### config.mk
export PLATFORM = sky130hd
export DESIGN_NAME = sensor_health_monitor_core
export DESIGN_NICKNAME = d
export VERILOG_FILES = /design/src/hw/rtl/shm_pkg.sv /design/src/hw/rtl/shm_divider.sv /design/src/hw/rtl/sensor_health_monitor_core.sv
export SDC_FILE = /design/constraint.sdc
export NUM_CORES = 2
export LEC_CHECK = 0
export ABC_AREA = 1
export BUFFER_PORTS_ARGS = -buffer_cell sky130_fd_sc_hd__buf_2
export CORE_MARGIN = 2
export CORE_UTILIZATION = 49
export CTS_CLUSTER_DIAMETER = 40
export DETAILED_ROUTE_END_ITERATION = 10
export PLACE_DENSITY = 0.69
export SETUP_SLACK_MARGIN = 0.05
export SYNTH_ARGS = -nofsm -noshare
export SYNTH_HDL_FRONTEND = slang
export SYNTH_SLANG_ARGS = --single-unit
### constraint.sdc
create_clock -name aclk -period 18 [get_ports aclk]
set_input_delay 3.6 -clock aclk [delete_from_list [all_inputs] [get_ports aclk]]
set_output_delay 3.6 -clock aclk [all_outputs]
set_load 0.02 [all_outputs]
### src/hw/rtl/shm_pkg.sv
// ----------------------------------------------------------------------------
// shm_pkg
// Shared types and constants for the sensor health monitor.
// ----------------------------------------------------------------------------
`default_nettype none
package shm_pkg;

    localparam int unsigned TIME_W  = 32;
    localparam int unsigned CONF_W  = 17;
    localparam int unsigned CNT_W   = 16;
    localparam int unsigned AGE_W   = 16;
    localparam int unsigned RUN_W   = 8;
    localparam int unsigned CFG_W   = 16;
    localparam int unsigned IDX_W   = 3;
    localparam int unsigned FUNC_W  = 3;
    localparam int unsigned STATE_W = 3;

    localparam logic [CONF_W-1:0] CONF_ONE = 17'h10000;
    localparam logic [CNT_W-1:0]  SAT16    = 16'hFFFF;

    localparam logic [IDX_W-1:0] REG_DEGRADED = 3'd0;
    localparam logic [IDX_W-1:0] REG_STALE    = 3'd1;
    localparam logic [IDX_W-1:0] REG_FAILED   = 3'd2;
    localparam logic [IDX_W-1:0] REG_INV_RUN  = 3'd3;
    localparam logic [IDX_W-1:0] REG_VAL_RUN  = 3'd4;
    localparam logic [IDX_W-1:0] REG_CRIT     = 3'd5;

    localparam logic [FUNC_W-1:0] FN_VALID   = 3'd0;
    localparam logic [FUNC_W-1:0] FN_INVALID = 3'd1;
    localparam logic [FUNC_W-1:0] FN_UNAVAIL = 3'd2;
    localparam logic [FUNC_W-1:0] FN_FAILED  = 3'd3;
    localparam logic [FUNC_W-1:0] FN_EVAL    = 3'd4;
    localparam logic [FUNC_W-1:0] FN_RESET   = 3'd5;

    localparam logic [STATE_W-1:0] ST_OK       = 3'd0;
    localparam logic [STATE_W-1:0] ST_UNAVAIL  = 3'd1;
    localparam logic [STATE_W-1:0] ST_DEGRADED = 3'd2;
    localparam logic [STATE_W-1:0] ST_STALE    = 3'd3;
    localparam logic [STATE_W-1:0] ST_FAILED   = 3'd4;

    // product width: conf (17) * remaining age (16)
    localparam int unsigned PROD_W = CONF_W + AGE_W;

    typedef struct packed {
        logic start;
        logic [PROD_W-1:0] dividend;
        logic [AGE_W-1:0]  divisor;
    } div_req_t;

    function automatic logic [CNT_W-1:0] sat_inc(input logic [CNT_W-1:0] v);
        return (v == SAT16) ? v : v + 1'b1;
    endfunction

    function automatic logic [TIME_W-1:0] pos_diff(input logic [TIME_W-1:0] a,
                                                   input logic [TIME_W-1:0] b);
        logic [TIME_W-1:0] d;
        d = a - b;
        return d[TIME_W-1] ? '0 : d;
    endfunction

endpackage
`default_nettype wire

### src/hw/rtl/shm_divider.sv
// ----------------------------------------------------------------------------
// shm_divider
// Restoring serial divider, one quotient bit per cycle.
// ----------------------------------------------------------------------------
`default_nettype none
module shm_divider (
    input  wire logic                   aclk,
    input  wire logic                   aresetn,
    input  wire shm_pkg::div_req_t      req,
    output logic                        done,
    output logic [shm_pkg::CONF_W-1:0]  quotient
);
    import shm_pkg::*;

    localparam int unsigned CNT_BITS = $clog2(PROD_W + 1);

    logic [PROD_W-1:0]   quo_reg, quo_next;
    logic [AGE_W:0]      rem_reg, rem_next;
    logic [AGE_W-1:0]    den_reg, den_next;
    logic [CNT_BITS-1:0] cnt_reg, cnt_next;
    logic                busy_reg, busy_next;
    logic                done_reg, done_next;
    logic [AGE_W:0]      trial;
    logic [AGE_W+1:0]    diff;

    always_comb begin
        quo_next  = quo_reg;
        rem_next  = rem_reg;
        den_next  = den_reg;
        cnt_next  = cnt_reg;
        busy_next = busy_reg;
        done_next = 1'b0;
        trial     = {rem_reg[AGE_W-1:0], quo_reg[PROD_W-1]};
        diff      = {1'b0, trial} - {2'b00, den_reg};
        if (req.start) begin
            quo_next  = req.dividend;
            rem_next  = '0;
            den_next  = req.divisor;
            cnt_next  = CNT_BITS'(PROD_W);
            busy_next = 1'b1;
        end else if (busy_reg) begin
            if (!diff[AGE_W+1]) begin
                rem_next = diff[AGE_W:0];
                quo_next = {quo_reg[PROD_W-2:0], 1'b1};
            end else begin
                rem_next = trial;
                quo_next = {quo_reg[PROD_W-2:0], 1'b0};
            end
            cnt_next = cnt_reg - 1'b1;
            if (cnt_reg == CNT_BITS'(1)) begin
                busy_next = 1'b0;
                done_next = 1'b1;
            end
        end
    end

    always_ff @(posedge aclk) begin
        if (!aresetn) begin
            busy_reg <= 1'b0;
            done_reg <= 1'b0;
            cnt_reg  <= '0;
        end else begin
            busy_reg <= busy_next;
            done_reg <= done_next;
            cnt_reg  <= cnt_next;
        end
        quo_reg <= quo_next;
        rem_reg <= rem_next;
        den_reg <= den_next;
    end

    assign done     = done_reg;
    assign quotient = quo_reg[CONF_W-1:0];
endmodule
`default_nettype wire

### src/hw/rtl/sensor_health_monitor_core.sv
// ----------------------------------------------------------------------------
// sensor_health_monitor_core
// Health tracking for one sensor with age grading and hysteresis.
// ----------------------------------------------------------------------------
// A non-evaluate beat passes through the execute state and back to idle
// before the next accept. An evaluate beat that needs the freshness ratio
// runs the grade and multiply states, then the serial divider (33 quotient
// bits plus a done strobe) and the output state. Other evaluates skip the
// divider. The result waits in the output register while later beats are
// accepted. An evaluate that finishes while the previous result is still
// waiting holds in its output state, and the input stalls until the result
// side takes that beat.
`default_nettype none
module sensor_health_monitor_core (
    input  wire logic                          aclk,
    input  wire logic                          aresetn,
    input  wire logic                          cfg_we,
    input  wire logic [shm_pkg::IDX_W-1:0]     cfg_index,
    input  wire logic [shm_pkg::CFG_W-1:0]     cfg_data,
    input  wire logic                          s_valid,
    output logic                               s_ready,
    input  wire logic [shm_pkg::FUNC_W-1:0]    s_func,
    input  wire logic [shm_pkg::TIME_W-1:0]    s_now_ms,
    input  wire logic [shm_pkg::CONF_W-1:0]    s_sample_confidence,
    output logic                               m_valid,
    input  wire logic                          m_ready,
    output logic [shm_pkg::STATE_W-1:0]        m_health_state,
    output logic [shm_pkg::CONF_W-1:0]         m_confidence_out,
    output logic [shm_pkg::TIME_W-1:0]         m_age_ms,
    output logic [shm_pkg::TIME_W-1:0]         m_latency_ms,
    output logic                               m_data_seen,
    output logic                               m_critical,
    output logic [shm_pkg::CNT_W-1:0]          m_failure_count,
    output logic [shm_pkg::CNT_W-1:0]          m_valid_count,
    output logic [shm_pkg::CNT_W-1:0]          m_invalid_count,
    output logic [shm_pkg::CNT_W-1:0]          m_valid_run,
    output logic [shm_pkg::CNT_W-1:0]          m_invalid_run,
    output logic                               m_recovering
);
    import shm_pkg::*;

    typedef enum logic [5:0] {
        S_IDLE  = 6'b000001,
        S_EXEC  = 6'b000010,
        S_GRADE = 6'b000100,
        S_MUL   = 6'b001000,
        S_DIV   = 6'b010000,
        S_OUT   = 6'b100000
    } fsm_t;

    fsm_t fsm_reg, fsm_next;

    logic [AGE_W-1:0] deg_reg, stale_reg, fail_reg;
    logic [RUN_W-1:0] inv_lim_reg, val_lim_reg;
    logic             crit_reg;

    logic [FUNC_W-1:0] func_reg;
    logic [TIME_W-1:0] now_reg;
    logic [CONF_W-1:0] sconf_reg;

    logic [STATE_W-1:0] st_reg;
    logic absent_reg, hard_reg, seen_reg;
    logic [TIME_W-1:0] lvt_reg, gap_reg, age_reg;
    logic [CONF_W-1:0] lconf_reg, rconf_reg;
    logic [CNT_W-1:0]  cfail_reg, cgood_reg, cbad_reg, rgood_reg, rbad_reg;
    logic [PROD_W-1:0] prod_reg;
    logic              rec_reg;

    logic        ov_reg;
    logic [STATE_W-1:0] o_st_reg;
    logic [CONF_W-1:0]  o_conf_reg;
    logic [TIME_W-1:0]  o_age_reg, o_gap_reg;
    logic               o_seen_reg, o_crit_reg, o_rec_reg;
    logic [CNT_W-1:0]   o_cf_reg, o_cg_reg, o_cb_reg, o_rg_reg, o_rb_reg;

    div_req_t          dreq;
    logic              ddone;
    logic [CONF_W-1:0] dquo;

    shm_divider u_div (
        .aclk     (aclk),
        .aresetn  (aresetn),
        .req      (dreq),
        .done     (ddone),
        .quotient (dquo)
    );

    logic accept;
    assign s_ready = fsm_reg == S_IDLE;
    assign accept  = s_valid && s_ready;

    logic out_load;
    assign out_load = (fsm_reg == S_OUT) && (!ov_reg || m_ready);

    // grade-stage combinational values
    logic [TIME_W-1:0]  age_c;
    logic [STATE_W-1:0] target;
    logic [AGE_W-1:0]   rem_age;
    logic               withhold;

    always_comb begin
        age_c  = pos_diff(now_reg, lvt_reg);
        target = ST_OK;
        if (fail_reg != '0 && age_c >= TIME_W'(fail_reg)) target = ST_FAILED;
        else if (stale_reg != '0 && age_c >= TIME_W'(stale_reg)) target = ST_STALE;
        else if (deg_reg != '0 && age_c >= TIME_W'(deg_reg)) target = ST_DEGRADED;
        if (hard_reg) target = ST_FAILED;
        if (rbad_reg != '0 && target == ST_OK) target = ST_DEGRADED;
        withhold = target < st_reg && st_reg != ST_UNAVAIL &&
                   val_lim_reg != '0 && rgood_reg < CNT_W'(val_lim_reg);
        rem_age = stale_reg - age_c[AGE_W-1:0];
    end

    assign dreq.start    = fsm_reg == S_MUL;
    assign dreq.dividend = prod_reg;
    assign dreq.divisor  = stale_reg;

    always_ff @(posedge aclk) begin
        if (!aresetn) begin
            fsm_reg <= S_IDLE;
            deg_reg <= '0; stale_reg <= '0; fail_reg <= '0;
            inv_lim_reg <= '0; val_lim_reg <= '0; crit_reg <= 1'b0;
            st_reg <= ST_UNAVAIL; absent_reg <= 1'b1; hard_reg <= 1'b0;
            seen_reg <= 1'b0; lvt_reg <= '0; gap_reg <= '0; age_reg <= '0;
            lconf_reg <= '0; rconf_reg <= '0;
            cfail_reg <= '0; cgood_reg <= '0; cbad_reg <= '0;
            rgood_reg <= '0; rbad_reg <= '0;
            ov_reg <= 1'b0;
        end else begin
            fsm_reg <= fsm_next;
            if (cfg_we) begin
                case (cfg_index)
                    REG_DEGRADED: deg_reg     <= cfg_data;
                    REG_STALE:    stale_reg   <= cfg_data;
                    REG_FAILED:   fail_reg    <= cfg_data;
                    REG_INV_RUN:  inv_lim_reg <= cfg_data[RUN_W-1:0];
                    REG_VAL_RUN:  val_lim_reg <= cfg_data[RUN_W-1:0];
                    REG_CRIT:     crit_reg    <= cfg_data[0];
                    default: ;
                endcase
            end
            if (out_load) ov_reg <= 1'b1;
            else if (ov_reg && m_ready) ov_reg <= 1'b0;
            case (fsm_reg)
                S_EXEC: begin
                    case (func_reg)
                        FN_VALID: begin
                            absent_reg <= 1'b0; hard_reg <= 1'b0;
                            if (seen_reg) gap_reg <= pos_diff(now_reg, lvt_reg);
                            lvt_reg <= now_reg; seen_reg <= 1'b1;
                            cgood_reg <= sat_inc(cgood_reg);
                            rbad_reg <= '0; rgood_reg <= sat_inc(rgood_reg);
                            lconf_reg <= (sconf_reg > CONF_ONE) ? CONF_ONE : sconf_reg;
                        end
                        FN_INVALID: begin
                            absent_reg <= 1'b0;
                            cbad_reg <= sat_inc(cbad_reg);
                            rgood_reg <= '0;
                            rbad_reg <= sat_inc(rbad_reg);
                            if (inv_lim_reg != '0 &&
                                sat_inc(rbad_reg) >= CNT_W'(inv_lim_reg)) begin
                                hard_reg <= 1'b1;
                                if (st_reg != ST_FAILED) cfail_reg <= sat_inc(cfail_reg);
                                st_reg <= ST_FAILED;
                            end else if (st_reg == ST_OK) begin
                                st_reg <= ST_DEGRADED;
                            end
                        end
                        FN_UNAVAIL: begin
                            absent_reg <= 1'b1; hard_reg <= 1'b0; seen_reg <= 1'b0;
                            rgood_reg <= '0; rbad_reg <= '0;
                            rconf_reg <= '0; age_reg <= '0; gap_reg <= '0;
                            st_reg <= ST_UNAVAIL;
                        end
                        FN_FAILED: begin
                            absent_reg <= 1'b0; hard_reg <= 1'b1; rgood_reg <= '0;
                            if (st_reg != ST_FAILED) cfail_reg <= sat_inc(cfail_reg);
                            st_reg <= ST_FAILED;
                        end
                        FN_RESET: begin
                            st_reg <= ST_UNAVAIL; absent_reg <= 1'b1; hard_reg <= 1'b0;
                            seen_reg <= 1'b0; lvt_reg <= '0; gap_reg <= '0;
                            age_reg <= '0; lconf_reg <= '0; rconf_reg <= '0;
                            cfail_reg <= '0; cgood_reg <= '0; cbad_reg <= '0;
                            rgood_reg <= '0; rbad_reg <= '0;
                        end
                        default: ;
                    endcase
                end
                S_GRADE: begin
                    rec_reg <= !absent_reg && seen_reg && withhold;
                    if (absent_reg) begin
                        st_reg <= ST_UNAVAIL; rconf_reg <= '0;
                    end else if (!seen_reg) begin
                        st_reg <= ST_FAILED; rconf_reg <= '0;
                    end else begin
                        age_reg <= age_c;
                        if (withhold) begin
                            rconf_reg <= lconf_reg >> 1;
                        end else begin
                            if (target < st_reg && st_reg != ST_UNAVAIL) hard_reg <= 1'b0;
                            if (target == ST_FAILED && st_reg != ST_FAILED)
                                cfail_reg <= sat_inc(cfail_reg);
                            if (target > st_reg) rgood_reg <= '0;
                            st_reg <= target;
                            if (target == ST_OK || target == ST_DEGRADED) begin
                                if (stale_reg == '0) rconf_reg <= lconf_reg;
                                else if (age_c >= TIME_W'(stale_reg)) rconf_reg <= '0;
                            end else begin
                                rconf_reg <= '0;
                            end
                        end
                    end
                end
                S_MUL: ;
                S_DIV: if (ddone) rconf_reg <= dquo;
                S_OUT: begin
                    if (out_load) begin
                        o_st_reg <= st_reg; o_conf_reg <= rconf_reg;
                        o_age_reg <= age_reg; o_gap_reg <= gap_reg;
                        o_seen_reg <= seen_reg; o_crit_reg <= crit_reg;
                        o_cf_reg <= cfail_reg; o_cg_reg <= cgood_reg; o_cb_reg <= cbad_reg;
                        o_rg_reg <= rgood_reg; o_rb_reg <= rbad_reg; o_rec_reg <= rec_reg;
                    end
                end
                default: ;
            endcase
        end
        if (accept) begin
            func_reg <= s_func; now_reg <= s_now_ms; sconf_reg <= s_sample_confidence;
        end
        if (fsm_reg == S_GRADE)
            prod_reg <= PROD_W'(lconf_reg) * PROD_W'(rem_age);
    end

    logic need_div;
    assign need_div = !absent_reg && seen_reg && !rec_reg &&
                      (st_reg == ST_OK || st_reg == ST_DEGRADED) &&
                      stale_reg != '0 && age_reg < TIME_W'(stale_reg);

    always_comb begin
        fsm_next = fsm_reg;
        case (fsm_reg)
            S_IDLE:  if (accept) fsm_next = S_EXEC;
            S_EXEC:  fsm_next = (func_reg == FN_EVAL) ? S_GRADE : S_IDLE;
            S_GRADE: fsm_next = S_MUL;
            S_MUL:   fsm_next = need_div ? S_DIV : S_OUT;
            S_DIV:   if (ddone) fsm_next = S_OUT;
            S_OUT:   if (out_load) fsm_next = S_IDLE;
            default: fsm_next = S_IDLE;
        endcase
    end

    assign m_valid          = ov_reg;
    assign m_health_state   = o_st_reg;
    assign m_confidence_out = o_conf_reg;
    assign m_age_ms         = o_age_reg;
    assign m_latency_ms     = o_gap_reg;
    assign m_data_seen      = o_seen_reg;
    assign m_critical       = o_crit_reg;
    assign m_failure_count  = o_cf_reg;
    assign m_valid_count    = o_cg_reg;
    assign m_invalid_count  = o_cb_reg;
    assign m_valid_run      = o_rg_reg;
    assign m_invalid_run    = o_rb_reg;
    assign m_recovering     = o_rec_reg;
endmodule
`default_nettype wire

==> out/summary.txt <==
Post-DRT Antenna Nets = 0
Initial antenna violation count = 3
Post-CTS Resized = 0
Crit-path max FO = 25
WP depth = 45
Largest delay share family, worst path = adder cells
Fmax = 97.5 MHz
Nets = 5264
Max VDD drop = 73.4 µV
Row count = 101
Unrepaired setup endpoints after global routing = false
Die area = 79400 µm²
Yosys warning count = 0
Initial Util = 49.6%
Final Hold Vio Count = 0
Residual DRC = 0
Crit. End Element = register
Core area = 76200 µm²
Worst path bufs/invs = 8
Met1 usage = 34.6%
Vias per std cell = 5.26
Outcome = complete, no violations
CTS clk-pin slew, worst paths = 50 ps
# IOs = 245
Core Util, Final = 56.5%
Register area = 15200 µm²
TritonCTS buffer count = 87
Max Slew Vio Count = 0
Worst-case reg-to-reg path depth = 45
Synth-to-Final Area Change = 13.9%
Transition time of the tightest slew-check pin = 1060 ps
Largest net degree at the start of global routing = 139
Rel. slew slack = 29.0%
Final setup fails = 0
Worst EP arrival = 10630 ps
Share of cells above drive strength 1 = 10.6%
Slowest stage delay, CP = 550 ps
Final Cycle Share = 57.0%
Critical path's slowest cell = nor2_1
Clock Path Buffers = 3
Grt ovf = 0
Wirelength per Cell = 17.2 µm
Top_reg_cell synth = dfxtp_1
Setup TNS = 0 ps
Power Dens Cells = 85.4 nW/µm²
Layout Skew = 47.4 ps
IO Port Bufs = 242
Avg Cell Area, Syn = 8.41 µm²
Placer Congestion = 0.959
WL final = 100 mm
Mapped cell area = 37800 µm²
Post-synthesis sequential area ratio = 40.2%
Hold Path Stages = 0
GRT met2 Usage = 41.4%
Critical path class = reg -> reg
Global-route wire length before repair = 159 mm
Worst skew pair latency = 660 ps
Biggest area consumer among synthesized cells = edfxtp_1
Critical Path Most Common Cell = nand2_1
# diodes = 0
Leakage power = 19.2 nW
Synth Instances = 4495
Worst path required time = 18380 ps
Post-cts hold buffer count = 0
1st-iter DRT viols = 2445
Post-synth ARST share = 0%
DR pass1 iterations = 6
Number of synthesized flops with an enable pin = 300
DP HPWL = 74.8 mm
Grt met3 use = 4.23%
Number of global-route vias before repair = 29700
All-Layer GR Usage = 25.5%
Hold Path Class = reg -> reg
Maxcap violations = 0
Die height = 282 µm
Post-synth top area share = 23.8%
Htree depth = 3
Setup crit start kind = register
Die Wd = 282 µm
Synth Register Bits = 610
Multi-input logic area = 19200 µm²
Commonest cells after routing, fill and taps aside = nand2_1 (1060), inv_1 (754), nor2_1 (368)
GR peak layer = met2
Top cells by area, synth = edfxtp_1 (24%), dfxtp_1 (16%), fa_1 (11%)
Unique masters post-synth = 58
CTS root buffer = clkbuf_16
Routed vias = 30600
Commonest non-fill, non-tap cell in the layout = nand2_1
Crit path time final = 10250 ps
# clock sinks = 610
CTS tree = done
Post-CTS Setup Inserts = 0
Fill count = 6958
power by group:
group	switching [mW]	internal (mW)	total, mW	leakage [nW]
sequential	0.0148	1.47	1.49	5.23
clock	0.687	1.05	1.73	1.47
combinational	0.337	0.126	0.463	12.5
total	1.04	2.64	3.68	19.2
routing by layer:
layer  vias up  share of wire, %
li1      14900                 -
met1     14600                44
met5         -             0.041
met4         6               2.9
met3       196               7.2
met2       975                46
worst paths after layout:
kind | to | slack (ps) | startpoint
worst max-delay path | prod_reg[30] | 7750 | now_reg[12]
worst min-delay path | u_div.den_reg[15] | 410 | stale_reg[15]
worst max register to register | prod_reg[30] | 7750 | now_reg[12]
worst min register to register | u_div.den_reg[15] | 410 | stale_reg[15]
cell type report:
type	count	share of cell area (%)
Timing Repair Buffer	274	3.40
Inverter	766	6.68
Sequential cell	610	35.3
Clock inverter	54	1.56
Tap cell	1030	2.99
Clock buffer	110	5.49
Multi-Input combinational cell	2981	44.6
synth_stat cells (18+ instances only):
cell,instances
a22oi_1,20
nand4_1,44
nor3_1,58
nand3_1,95
ha_1,257
a211oi_1,18
nor2_1,370
a21oi_1,354
edfxtp_1,300
dfxtp_1,310
clkbuf_1,114
nand2_1,1060
nor4_1,33
nor2_2,28
xor2_1,43
o22ai_1,22
fa_1,211
nand3b_1,22
o21ai_0,184
xnor2_1,36
inv_1,754
kinds of logic (layout without fill, tap and decap cells):
kind of cell,Yosys count,in the layout,share of synthesized area [%]
xor gates and xnor gates,79,79,1.83
adders and majority gates,468,468,19.7
AOI/OAI and AO/OA,673,673,9.74
DFF,610,610,40.2
and+or+nand+nor,1759,1759,19.4
other,1,2,0.00991
buffers and inverters,905,1204,9.13
per-stage QoR:
| stage | total power, mW | setup slack (ps) | cells | area, µm² | hold slack (ps) |
|---|---|---|---|---|---|
| 2_1_floorplan | 1.81 | 2010 | 4496 | 37800 | 402 |
| 3_3_place_gp | 1.96 | 8000 | 5661 | 40100 | 412 |
| 3_5_place_dp | 1.97 | 7890 | 5661 | 40100 | 415 |
| 4_1_cts | 3.70 | 7850 | 5825 | 43100 | 414 |
| 5_1_grt | 3.81 | 6920 | 5825 | 43100 | 423 |
| 6_report | 3.68 | 7750 | 5825 | 43100 | 413 |
Power figures use the tool's default switching activity.
